==> src/rtl/bslscan_pkg.sv <==
// ----------------------------------------------------------------------------
// bslscan_pkg
// Shared types and constants of the status line scanner: message depth,
// keyword tables, register indexes and the result bundle.
// ----------------------------------------------------------------------------
package bslscan_pkg;

  localparam int unsigned MessageDepth = 256;
  localparam int unsigned CountW       = $clog2(MessageDepth);

  localparam int unsigned ByteW = 8;
  localparam int unsigned ProgW = 4;

  localparam logic [ProgW-1:0] OpenLen  = 4'd11;
  localparam logic [ProgW-1:0] CloseLen = 4'd10;

  // Keyword tables, padded to the full progress range with zero bytes.
  localparam logic [ByteW-1:0] OpenWord [16] = '{
    8'h53, 8'h54, 8'h52, 8'h45, 8'h41, 8'h4D, 8'h5F, 8'h4F,
    8'h50, 8'h45, 8'h4E, 8'h00, 8'h00, 8'h00, 8'h00, 8'h00
  };
  localparam logic [ByteW-1:0] CloseWord [16] = '{
    8'h44, 8'h49, 8'h53, 8'h43, 8'h4F, 8'h4E, 8'h4E, 8'h45,
    8'h43, 8'h54, 8'h00, 8'h00, 8'h00, 8'h00, 8'h00, 8'h00
  };

  localparam logic [ByteW-1:0] StatusTermReset = 8'h25;  // percent sign
  localparam logic [ByteW-1:0] LineTermReset   = 8'h0A;  // line feed

  typedef enum logic {
    CfgStatusTerm = 1'b0,
    CfgLineTerm   = 1'b1
  } cfg_index_e;

  typedef struct packed {
    logic [ByteW-1:0] data_byte;
    logic [ByteW-1:0] byte_position;
    logic             line_end;
    logic             status_end;
    logic             link_up;
    logic             link_changed;
  } result_t;

endpackage

==> src/rtl/ble_status_line_scanner_top.sv <==
// ----------------------------------------------------------------------------
// ble_status_line_scanner_top
// Frames received serial bytes into messages, scans status messages for the
// link keywords and echoes every byte with its position and end flags.
// ----------------------------------------------------------------------------
// Output: each result is registered in the output register, or first in the skid register while the output is stalled.
// Throughput: one byte per cycle while the skid register is empty; the keyword
//   matchers and the message counter update in the cycle a byte is accepted,
//   and a two-entry buffer (output plus skid register) parks one stalled byte.
// Reset: asynchronous, active low; clears counter, matchers, link flag and
//   buffer valid bits, and loads the terminators with percent and line feed.
module ble_status_line_scanner_top
  import bslscan_pkg::*;
(
  input  logic             clk_i,
  input  logic             rst_ni,
  // configuration write port
  input  logic             cfg_we_i,
  input  logic             cfg_index_i,
  input  logic [ByteW-1:0] cfg_data_i,
  // input channel
  input  logic             in_valid_i,
  output logic             in_stall_o,
  input  logic [ByteW-1:0] rx_byte_i,
  // output channel
  output logic             out_valid_o,
  input  logic             out_stall_i,
  output logic [ByteW-1:0] data_byte_o,
  output logic [ByteW-1:0] byte_position_o,
  output logic             line_end_o,
  output logic             status_end_o,
  output logic             link_up_o,
  output logic             link_changed_o
);

  // --------------------------------------------------------------------------
  // Configuration registers
  // --------------------------------------------------------------------------
  logic [ByteW-1:0] status_term_q;
  logic [ByteW-1:0] line_term_q;

  always_ff @(posedge clk_i or negedge rst_ni) begin
    if (!rst_ni) begin
      status_term_q <= StatusTermReset;
      line_term_q   <= LineTermReset;
    end else if (cfg_we_i) begin
      case (cfg_index_e'(cfg_index_i))
        CfgStatusTerm: status_term_q <= cfg_data_i;
        CfgLineTerm:   line_term_q   <= cfg_data_i;
        default: ;
      endcase
    end
  end

  // --------------------------------------------------------------------------
  // Handshake: the skid register is the only thing that blocks intake
  // --------------------------------------------------------------------------
  logic    out_valid_q, skid_valid_q;
  result_t out_q, skid_q;
  logic    in_fire, out_fire;

  assign in_stall_o = skid_valid_q;
  assign in_fire    = in_valid_i && !skid_valid_q;
  assign out_fire   = out_valid_q && !out_stall_i;

  // --------------------------------------------------------------------------
  // Message state
  // --------------------------------------------------------------------------
  logic [CountW-1:0] count_q, count_d;
  logic [ProgW-1:0]  open_prog_q, open_prog_d;
  logic [ProgW-1:0]  close_prog_q, close_prog_d;
  logic              open_found_q, open_found_d;
  logic              close_found_q, close_found_d;
  logic              zero_seen_q, zero_seen_d;
  logic              link_q, link_d;
  result_t           res;

  logic [CountW+ByteW-1:0] pos_ext;
  logic [ProgW-1:0]        open_adv, close_adv;
  logic                    restart;

  assign pos_ext = {{ByteW{1'b0}}, count_q};

  always_comb begin
    // Step both matchers; each keyword's first letter appears only once,
    // so a mismatch falls back to a one or zero length prefix.
    if (open_prog_q < OpenLen && OpenWord[open_prog_q] == rx_byte_i) begin
      open_adv = open_prog_q + 1'b1;
    end else begin
      open_adv = (OpenWord[0] == rx_byte_i) ? 4'd1 : 4'd0;
    end
    if (close_prog_q < CloseLen && CloseWord[close_prog_q] == rx_byte_i) begin
      close_adv = close_prog_q + 1'b1;
    end else begin
      close_adv = (CloseWord[0] == rx_byte_i) ? 4'd1 : 4'd0;
    end

    zero_seen_d   = zero_seen_q || (rx_byte_i == '0);
    open_prog_d   = open_prog_q;
    close_prog_d  = close_prog_q;
    open_found_d  = open_found_q;
    close_found_d = close_found_q;

    // Scan only text before the first zero byte
    if (!zero_seen_d) begin
      if (open_adv == OpenLen) begin
        open_found_d = 1'b1;
        open_prog_d  = '0;
      end else begin
        open_prog_d = open_adv;
      end
      if (close_adv == CloseLen) begin
        close_found_d = 1'b1;
        close_prog_d  = '0;
      end else begin
        close_prog_d = close_adv;
      end
    end

    link_d  = link_q;
    restart = 1'b0;
    count_d = count_q + 1'b1;

    res               = '0;
    res.data_byte     = rx_byte_i;
    res.byte_position = pos_ext[ByteW-1:0];

    // Status terminator wins when both terminators are equal
    if (rx_byte_i == status_term_q) begin
      res.status_end = 1'b1;
      restart        = 1'b1;
      if (open_found_d) begin
        link_d           = 1'b1;
        res.link_changed = 1'b1;
      end else if (close_found_d) begin
        link_d           = 1'b0;
        res.link_changed = 1'b1;
      end
    end else if (rx_byte_i == line_term_q) begin
      res.line_end = 1'b1;
      restart      = 1'b1;
    end else if (count_q == CountW'(MessageDepth - 1)) begin
      // Full message without terminator: drop it and start over
      restart = 1'b1;
    end
    res.link_up = link_d;

    if (restart) begin
      count_d       = '0;
      open_prog_d   = '0;
      close_prog_d  = '0;
      open_found_d  = 1'b0;
      close_found_d = 1'b0;
      zero_seen_d   = 1'b0;
    end
  end

  always_ff @(posedge clk_i or negedge rst_ni) begin
    if (!rst_ni) begin
      count_q       <= '0;
      open_prog_q   <= '0;
      close_prog_q  <= '0;
      open_found_q  <= 1'b0;
      close_found_q <= 1'b0;
      zero_seen_q   <= 1'b0;
      link_q        <= 1'b0;
    end else if (in_fire) begin
      count_q       <= count_d;
      open_prog_q   <= open_prog_d;
      close_prog_q  <= close_prog_d;
      open_found_q  <= open_found_d;
      close_found_q <= close_found_d;
      zero_seen_q   <= zero_seen_d;
      link_q        <= link_d;
    end
  end

  // --------------------------------------------------------------------------
  // Output register and skid register
  // --------------------------------------------------------------------------
  always_ff @(posedge clk_i or negedge rst_ni) begin
    if (!rst_ni) begin
      out_valid_q  <= 1'b0;
      skid_valid_q <= 1'b0;
    end else if (out_fire || !out_valid_q) begin
      // Output slot frees up: refill from skid first, else from a new item
      if (skid_valid_q) begin
        skid_valid_q <= 1'b0;
      end else begin
        out_valid_q <= in_fire;
      end
    end else if (in_fire) begin
      // Output held by stall: park the new item
      skid_valid_q <= 1'b1;
    end
  end

  always_ff @(posedge clk_i) begin
    if (out_fire || !out_valid_q) begin
      if (skid_valid_q) begin
        out_q <= skid_q;
      end else if (in_fire) begin
        out_q <= res;
      end
    end else if (in_fire) begin
      skid_q <= res;
    end
  end

  assign out_valid_o     = out_valid_q;
  assign data_byte_o     = out_q.data_byte;
  assign byte_position_o = out_q.byte_position;
  assign line_end_o      = out_q.line_end;
  assign status_end_o    = out_q.status_end;
  assign link_up_o       = out_q.link_up;
  assign link_changed_o  = out_q.link_changed;

endmodule

==> config.mk <==
export PLATFORM = sky130hd
export DESIGN_NAME = ble_status_line_scanner_top
export DESIGN_NICKNAME = d
export VERILOG_FILES = /design/src/rtl/bslscan_pkg.sv /design/src/rtl/ble_status_line_scanner_top.sv
export SDC_FILE = /design/constraint.sdc
export NUM_CORES = 1
export LEC_CHECK = 0
export BUFFER_PORTS_ARGS = -buffer_cell sky130_fd_sc_hd__buf_2
export CAP_MARGIN = 20
export CORE_ASPECT_RATIO = 0.6
export CORE_MARGIN = 8
export CORE_UTILIZATION = 53
export DETAILED_ROUTE_END_ITERATION = 8
export PLACE_DENSITY = 0.76
export SLEW_MARGIN = 5
export SYNTH_ARGS = -nofsm -noshare
export SYNTH_HDL_FRONTEND = slang
export SYNTH_SLANG_ARGS = --single-unit
==> constraint.sdc <==
create_clock -name clk_i -period 2.4 [get_ports clk_i]
set_input_delay 0.48 -clock clk_i [delete_from_list [all_inputs] [get_ports clk_i]]
set_output_delay 0.48 -clock clk_i [all_outputs]
set_load 0.02 [all_outputs]
==> impl_metrics.yaml, run 1 <==
run_status:
  outcome: "finished, final reports clean"
timing:
  rsz0062_at_grt: "yes"
  relSlewSlack: 0.402
  fin_skew_ns: 0.00725
  max_freq_mhz: 417
  final_hold_viol_count: 0
  slew_viol_final: 0
  setup_viol: 0
  setup_slack_ns: 0.00334
  finalCritPeriodShare: 0.999
  worstMarginPinSlew_ns: 0.897
  fin_crit_ns: 2.40
clock_tree:
  cts_buffers: 9
  cts_num_sinks: 78
  cts_buffer_depth: 2
  clkTransAtPathRegs_ns: 0.06
  cts_max_level: 3
  root_buffer: "clkbuf_16"
  tritoncts: "built"
  insertion_delay_ns: 0.34
die:
  core_sq_um: 7330
  start_util: 0.552
  die_width_microns: 129
  dieArea_sq_um: 10800
  io-pin-count: 44
  rows: 24
  die_y_microns: 83.7
worst_setup_path:
  crit_family: "flip-flops"
  path_max_fanout: 5
  path_class: "reg2reg"
  cp_slowest_cell: "dfrtp_2"
  crit_start: "open_prog_q[1]"
  rr_endpoint: "link_changed_o"
  crit_buf_inv: 2
  cp-end-kind: "flip-flop"
  reg2reg_slack_ns: 0.003
  required_ns: 2.49
  rr_startpoint: "open_prog_q[1]"
  cp.arrival_ns: 2.49
  crit_chain: "inv_2, ha_1, buf_4, mux2i_1, o21ai_1, xnor2_1, o211ai_1, o31ai_4, nand2b_1, mux2_2"
  ff2ff_path_depth: 10
  cpPeakStageDelay_ns: 0.44
  cp-start-kind: "flip-flop"
global_route:
  track_usage: 0.177
  grt_max_degree: 39
  grt_first_pass_wirelength_mm: 15.1
  antenna_found_initial: 0
  grt_pass1_vias: 2974
  gr-total-overflow: 0
routing:
  viasPerCell: 5.64
  wl_per_cell_microns: 18.0
  vias: 2956
  drc_errors: 0
  firstDrtPassIters: 4
  drtAntennaViolNets: 0
  totalWireLength_mm: 9.41
  drt-initial-drc-count: 246
logic_synthesis:
  synth_top_cell_area_share: 0.297
  yosysUniqueCellTypes: 63
  yosys_warnings: 0
  yosysSeqAreaShare: 0.533
  yosys-top-cells-area: "edfxtp_1 30%, dfrtp_1 20%, mux2_2 9.7%"
  postSynthAreaPerCell_sq_um: 12.2
  netlist_area_sq_um: 4050
  yosys.area.top_type: "edfxtp_1"
  synth-seq-cells: 78
  synthFlopType: "edfxtp_1"
  synth_nets: 364
  synth_cells: 331
  async_flop_share: 0.487
  synth_edf_count: 40
power:
  powerDensity_nw_per_um2: 759
  intPower_w: 0.00290
  switching_power_w: 0.00101
  power_frac_seq: 0.443
  p_comb_frac: 0.184
  p_leak_nw: 2.07
  power_frac_clock: 0.373
  ir_drop_mv: 0.442
  switching_share: 0.258
place:
  numPortBuffers: 43
  dpl_cell_area_sq_um: 4620
  dp_cells: 500
  gp_routability_congestion: 0.843
  place_hpwl_mm: 6.65
  pre_cts_ws_ns: -0.0572
cells_and_area:
  final_common_cell: "buf_4"
  nets: 448
  area_growth_pct: 27.1
  final_area_sq_um: 5140
  drive_above_1_share: 0.450
  final_cells: 524
  final_cell_mix: "47 x buf_4, 43 x buf_2, 40 x edfxtp_1"
  antenna_cells: 0
worst_hold_path:
  hp-class: "in2async"
flow_run:
  max_cap_violations: 0
-- kinds of logic (layout without fill, tap and decap cells) --
| group | after synthesis | count (layout) | synth area share |
|---|---|---|---|
| simple gates | 95 | 95 | 0.136 |
| flops | 78 | 78 | 0.533 |
| compound gates | 56 | 56 | 0.0983 |
| mux | 40 | 40 | 0.110 |
| buf+inv | 27 | 116 | 0.0368 |
| xor+xnor | 24 | 24 | 0.0519 |
| fa+ha+maj | 11 | 11 | 0.0340 |
-- worst max path at each step --
stage	cells past startpoint	endpoint
2_1_floorplan	10	open_prog_q[0]
3_3_place_gp	9	link_changed_o
4_1_cts	9	open_prog_q[0]
3_5_place_dp	9	link_changed_o
5_1_grt	8	link_up_o
6_report	10	link_changed_o
-- registers in the layout (all words and copies together), names as in the netlist, 4 cells and up --
register,count
skid_q,20
count_q,8
byte_position_o,8
line_term_q,8
close_prog_q,4
data_byte_o,8
status_term_q,8
open_prog_q,4
-- layout make-up --
class,count,area (sq um)
Fill cell,514,2180
Clock inverter,6,85.1
Inverter,8,32.5
Clock buffer,10,239
Tap cell,104,130
Sequential cell,78,2160
Multi-Input combinational cell,226,1890
Timing Repair Buffer,92,608
-- metal layers --
metal,GRT usage,vias up,wire length [microns]
met3,0.0510,16,620
met4,0.0604,0,151
met2,0.270,96,4440
met5,0,-,0
met1,0.236,1461,4200
li1,-,1383,-
-- stage by stage --
step | setup TNS (ns) | hold WS (ns) | power, W | utilization
6_report | 0 | 0.271 | 0.00390 | 0.702
5_1_grt | -0.276 | 0.329 | 0.00407 | 0.702
4_1_cts | 0 | 0.289 | 0.00392 | 0.680
3_5_place_dp | -0.143 | 0.505 | 0.00246 | 0.631
3_3_place_gp | -0.0277 | 0.486 | 0.00242 | 0.631
2_1_floorplan | 0 | 0.184 | 0.00216 | -
-- power by group through the flow --
| stage | clock network, W | registers (W) | logic (W) |
|---|---|---|---|
| floorplan | 0 | 0.00181 | 0.000355 |
| global placement | 0 | 0.00174 | 0.000682 |
| detailed placement | 0 | 0.00175 | 0.000707 |
| CTS | 0.00148 | 0.00173 | 0.000712 |
| global route | 0.00153 | 0.00175 | 0.000784 |
| finish | 0.00146 | 0.00173 | 0.000717 |
-- synthesized netlist by cell type, drive strengths merged, types with 3 or more instances --
library cell and n:
dfstp 5, buf 12, nor3 4, dfrtp 33, nor2b 3, o21ai 20
and2 6, a21o 3, and3 3, nand3 9, nor2 19, nand4 6
nand2 23, a22o 4, nand4b 5, inv 8, a31oi 4, nand2b 4
xnor2 19, a21oi 4, o31ai 6, edfxtp 40, ha 11, clkbuf 7
mux2 36, xor2 5, mux2i 4
-- what timing repair did --
action	in CTS	in global routing
endpoints found under the setup margin	4	8
pin swaps	5	10
hold buffers	0	0
buffers inserted	3	5
gates resized for setup	6	27
hold endpoints to repair	0	0
Power figures use the tool's default switching activity.
==> run 2, diff against run 1 <==
--- a/config.mk
+++ b/config.mk
@@ -5,6 +5,7 @@
 export SDC_FILE = /design/constraint.sdc
 export NUM_CORES = 1
 export LEC_CHECK = 0
+export ABC_AREA = 1
 export BUFFER_PORTS_ARGS = -buffer_cell sky130_fd_sc_hd__buf_2
 export CAP_MARGIN = 20
 export CORE_ASPECT_RATIO = 0.6
==> constraint.sdc (replaced) <==
create_clock -name clk_i -period 2.1 [get_ports clk_i]
set_input_delay 0.42 -clock clk_i [delete_from_list [all_inputs] [get_ports clk_i]]
set_output_delay 0.42 -clock clk_i [all_outputs]
set_load 0.02 [all_outputs]
==> run 2 against run 1 <==
Effect of this change:
- clock skew down 0.00094 ns
- the flow now finishes with violations (setup timing)
- clock power up 15%
- sequential share of layout area up 0.23 points
- critical endpoint is now link_up_o
- sequential power up 16%
- combinational power up 12%
- non-clock buffer count down 3
- highest routed layer unchanged
==> impl_metrics.yaml, run 2 <==
run_status:
  outcome: "finished, violations left"
  violations: "setup timing"
place:
  place_hpwl_mm: 7.27
  numPortBuffers: 43
  gp_routability_congestion: 0.927
cells_and_area:
  final_cell_mix: "115 x nand2_1, 46 x o21ai_0, 43 x buf_2, 43 x buf_4, 40 x edfxtp_1"
  nets: 572
  largest-register: "skid_q"
  final_common_cell: "nand2_1"
  largest_reg_flops: 20
  antenna_cells: 0
  drive_above_1_share: 0.325
  area_growth_pct: 29.8
die:
  rows: 24
  die_width_microns: 127
  start_util: 0.544
  die_y_microns: 82.8
  io-pin-count: 44
  core_sq_um: 7240
  dieArea_sq_um: 10500
global_route:
  gr-total-overflow: 0
  grt_pass1_vias: 3038
  track_usage: 0.196
  grt_max_degree: 41
  antenna_found_initial: 0
  grt_first_pass_wirelength_mm: 15.7
routing:
  wl_per_cell_microns: 15.8
  viasPerCell: 5.30
  firstDrtPassIters: 5
  drt-initial-drc-count: 399
  drtAntennaViolNets: 0
  drc_errors: 0
  vias: 3435
  totalWireLength_mm: 10.2
logic_synthesis:
  yosys_warnings: 0
  postSynthAreaPerCell_sq_um: 8.83
  yosysSeqAreaShare: 0.548
  synthFlopType: "edfxtp_1"
  netlist_area_sq_um: 3940
  synthTopCellsByCount: "126 x nand2_1, 46 x o21ai_0, 42 x inv_1, 40 x edfxtp_1, 36 x nor2_1"
  yosys.area.top_type: "edfxtp_1"
  async_flop_share: 0.487
  synth_nets: 479
  synth_cells: 446
  synth_most_common_cell: "nand2_1"
  synth_top_cell_area_share: 0.305
  synth-seq-cells: 78
  yosysUniqueCellTypes: 33
  yosys-top-cells-area: "edfxtp_1 31%, dfrtp_1 21%, nand2_1 12%"
  synth_edf_count: 40
worst_setup_path:
  cp-end-kind: "flip-flop"
  required_ns: 2.19
  path_class: "reg2reg"
  ff2ff_path_depth: 17
  cp.arrival_ns: 2.31
  path_max_fanout: 5
  rr_endpoint: "link_up_o"
  reg2reg_slack_ns: -0.12
  rr_startpoint: "close_prog_q[0]"
  cp-start-kind: "flip-flop"
power:
  p_comb_frac: 0.178
  switching_share: 0.272
  finalPower_w: 0.00449
  switching_power_w: 0.00122
  power_frac_seq: 0.448
  power_frac_clock: 0.374
  ir_drop_mv: 0.483
  intPower_w: 0.00327
  powerDensity_nw_per_um2: 879
  p_leak_nw: 2.30
timing:
  finalCritPeriodShare: 1.06
  relSlewSlack: 0.666
  rsz0062_at_grt: "yes"
  hold_slack_ns: 0.129
  setup_viol: 4
  fin_skew_ns: 0.00631
  setup_slack_ns: -0.119
  max_freq_mhz: 451
  worstMarginPinSlew_ns: 0.500
  slew_viol_final: 0
  tns_ns: -0.278
  final_hold_viol_count: 0
  fin_crit_ns: 2.22
clock_tree:
  cts_num_sinks: 78
  cts_buffer_depth: 2
  clkTransAtPathRegs_ns: 0.06
  root_buffer: "clkbuf_16"
  cts_max_level: 3
  insertion_delay_ns: 0.34
  tritoncts: "built"
  cts_buffers: 9
flow_run:
  max_cap_violations: 0
worst_hold_path:
  hp-class: "in2async"
[run 2: how the worst max path moves through the flow]
stage | from | endpoint | slack [ns] | depth (start not counted)
after global routing | close_prog_q[0] | link_up_o | -0.25 | 17
after detailed placement | close_prog_q[0] | link_up_o | -0.06 | 15
after global placement | close_prog_q[0] | link_up_o | 0.01 | 15
after floorplan | in_stall_o | skid_q[0] | 0.009 | 3
after CTS | close_prog_q[1] | link_up_o | 0.002 | 16
final | close_prog_q[0] | link_up_o | -0.12 | 17
[run 2: through the flow]
stage          setup WS [ns]  cells  instance area (sq um)   util
2_1_floorplan        0.00928    446                   3940      -
3_3_place_gp          0.0104    620                   4510  0.624
3_5_place_dp         -0.0601    620                   4510  0.624
4_1_cts              0.00164    637                   4880  0.674
5_1_grt               -0.250    648                   5110  0.706
6_report              -0.119    648                   5110  0.706
[run 2: final cells by class]
| type | instances | area, sq um |
|---|---|---|
| fillers | 536 | 2120 |
| inverters | 49 | 193 |
| clock buffers | 14 | 299 |
| multi-input cells | 311 | 1720 |
| well taps | 104 | 130 |
| flip-flops and latches | 78 | 2160 |
| repair buffers | 89 | 572 |
| clock inverters | 2 | 35.0 |
| repair inverters | 1 | 5.00 |
[run 2: power by group through the flow]
stage	Clock, W	Combinational (W)	Sequential, W
final	0.00168	0.000801	0.00201
after global routing	0.00176	0.000894	0.00204
after CTS	0.00171	0.000768	0.00201
after detailed placement	0	0.000762	0.00204
after global placement	0	0.000738	0.00203
after floorplan	0	0.000397	0.00209
[run 2: repair_timing]
action                     in CTS  in global routing
setup endpoints to repair       5                 13
buffers inserted                1                 10
gates resized for setup         7                 44
pin swaps                       4                 29
gates cloned                    0                  1
hold buffers                    0                  0
[run 2: routing by layer]
metal	vias up	part of all wire	global-route usage
met2	161	0.40	0.261
met5	-	0	0
met1	1593	0.48	0.294
met3	17	0.096	0.0487
li1	1664	-	-
met4	0	0.022	0.0790
[run 2: kinds of logic after synthesis]
family	after synthesis	synth area share
flops	78	0.548
compound gates	61	0.0823
xor+xnor	12	0.0267
simple gates	227	0.253
buf+inv	57	0.0550
fa+ha+maj	11	0.0350
[run 2: worst max-delay path, stage by stage, from the launching register on]
cell     delay, ns
dfrtp_2       0.45
inv_2         0.08
buf_6         0.13
buf_4         0.13
nand2_1       0.09
nand3_1       0.09
nand2_1       0.11
nand2_1       0.07
nor2_2        0.11
nand2_2       0.07
nor2_4        0.10
nand4_1       0.09
nand2_1       0.10
nand2_1       0.08
nand2_1       0.09
nand2_2       0.07
nand2_1       0.05
nand2_1       0.05
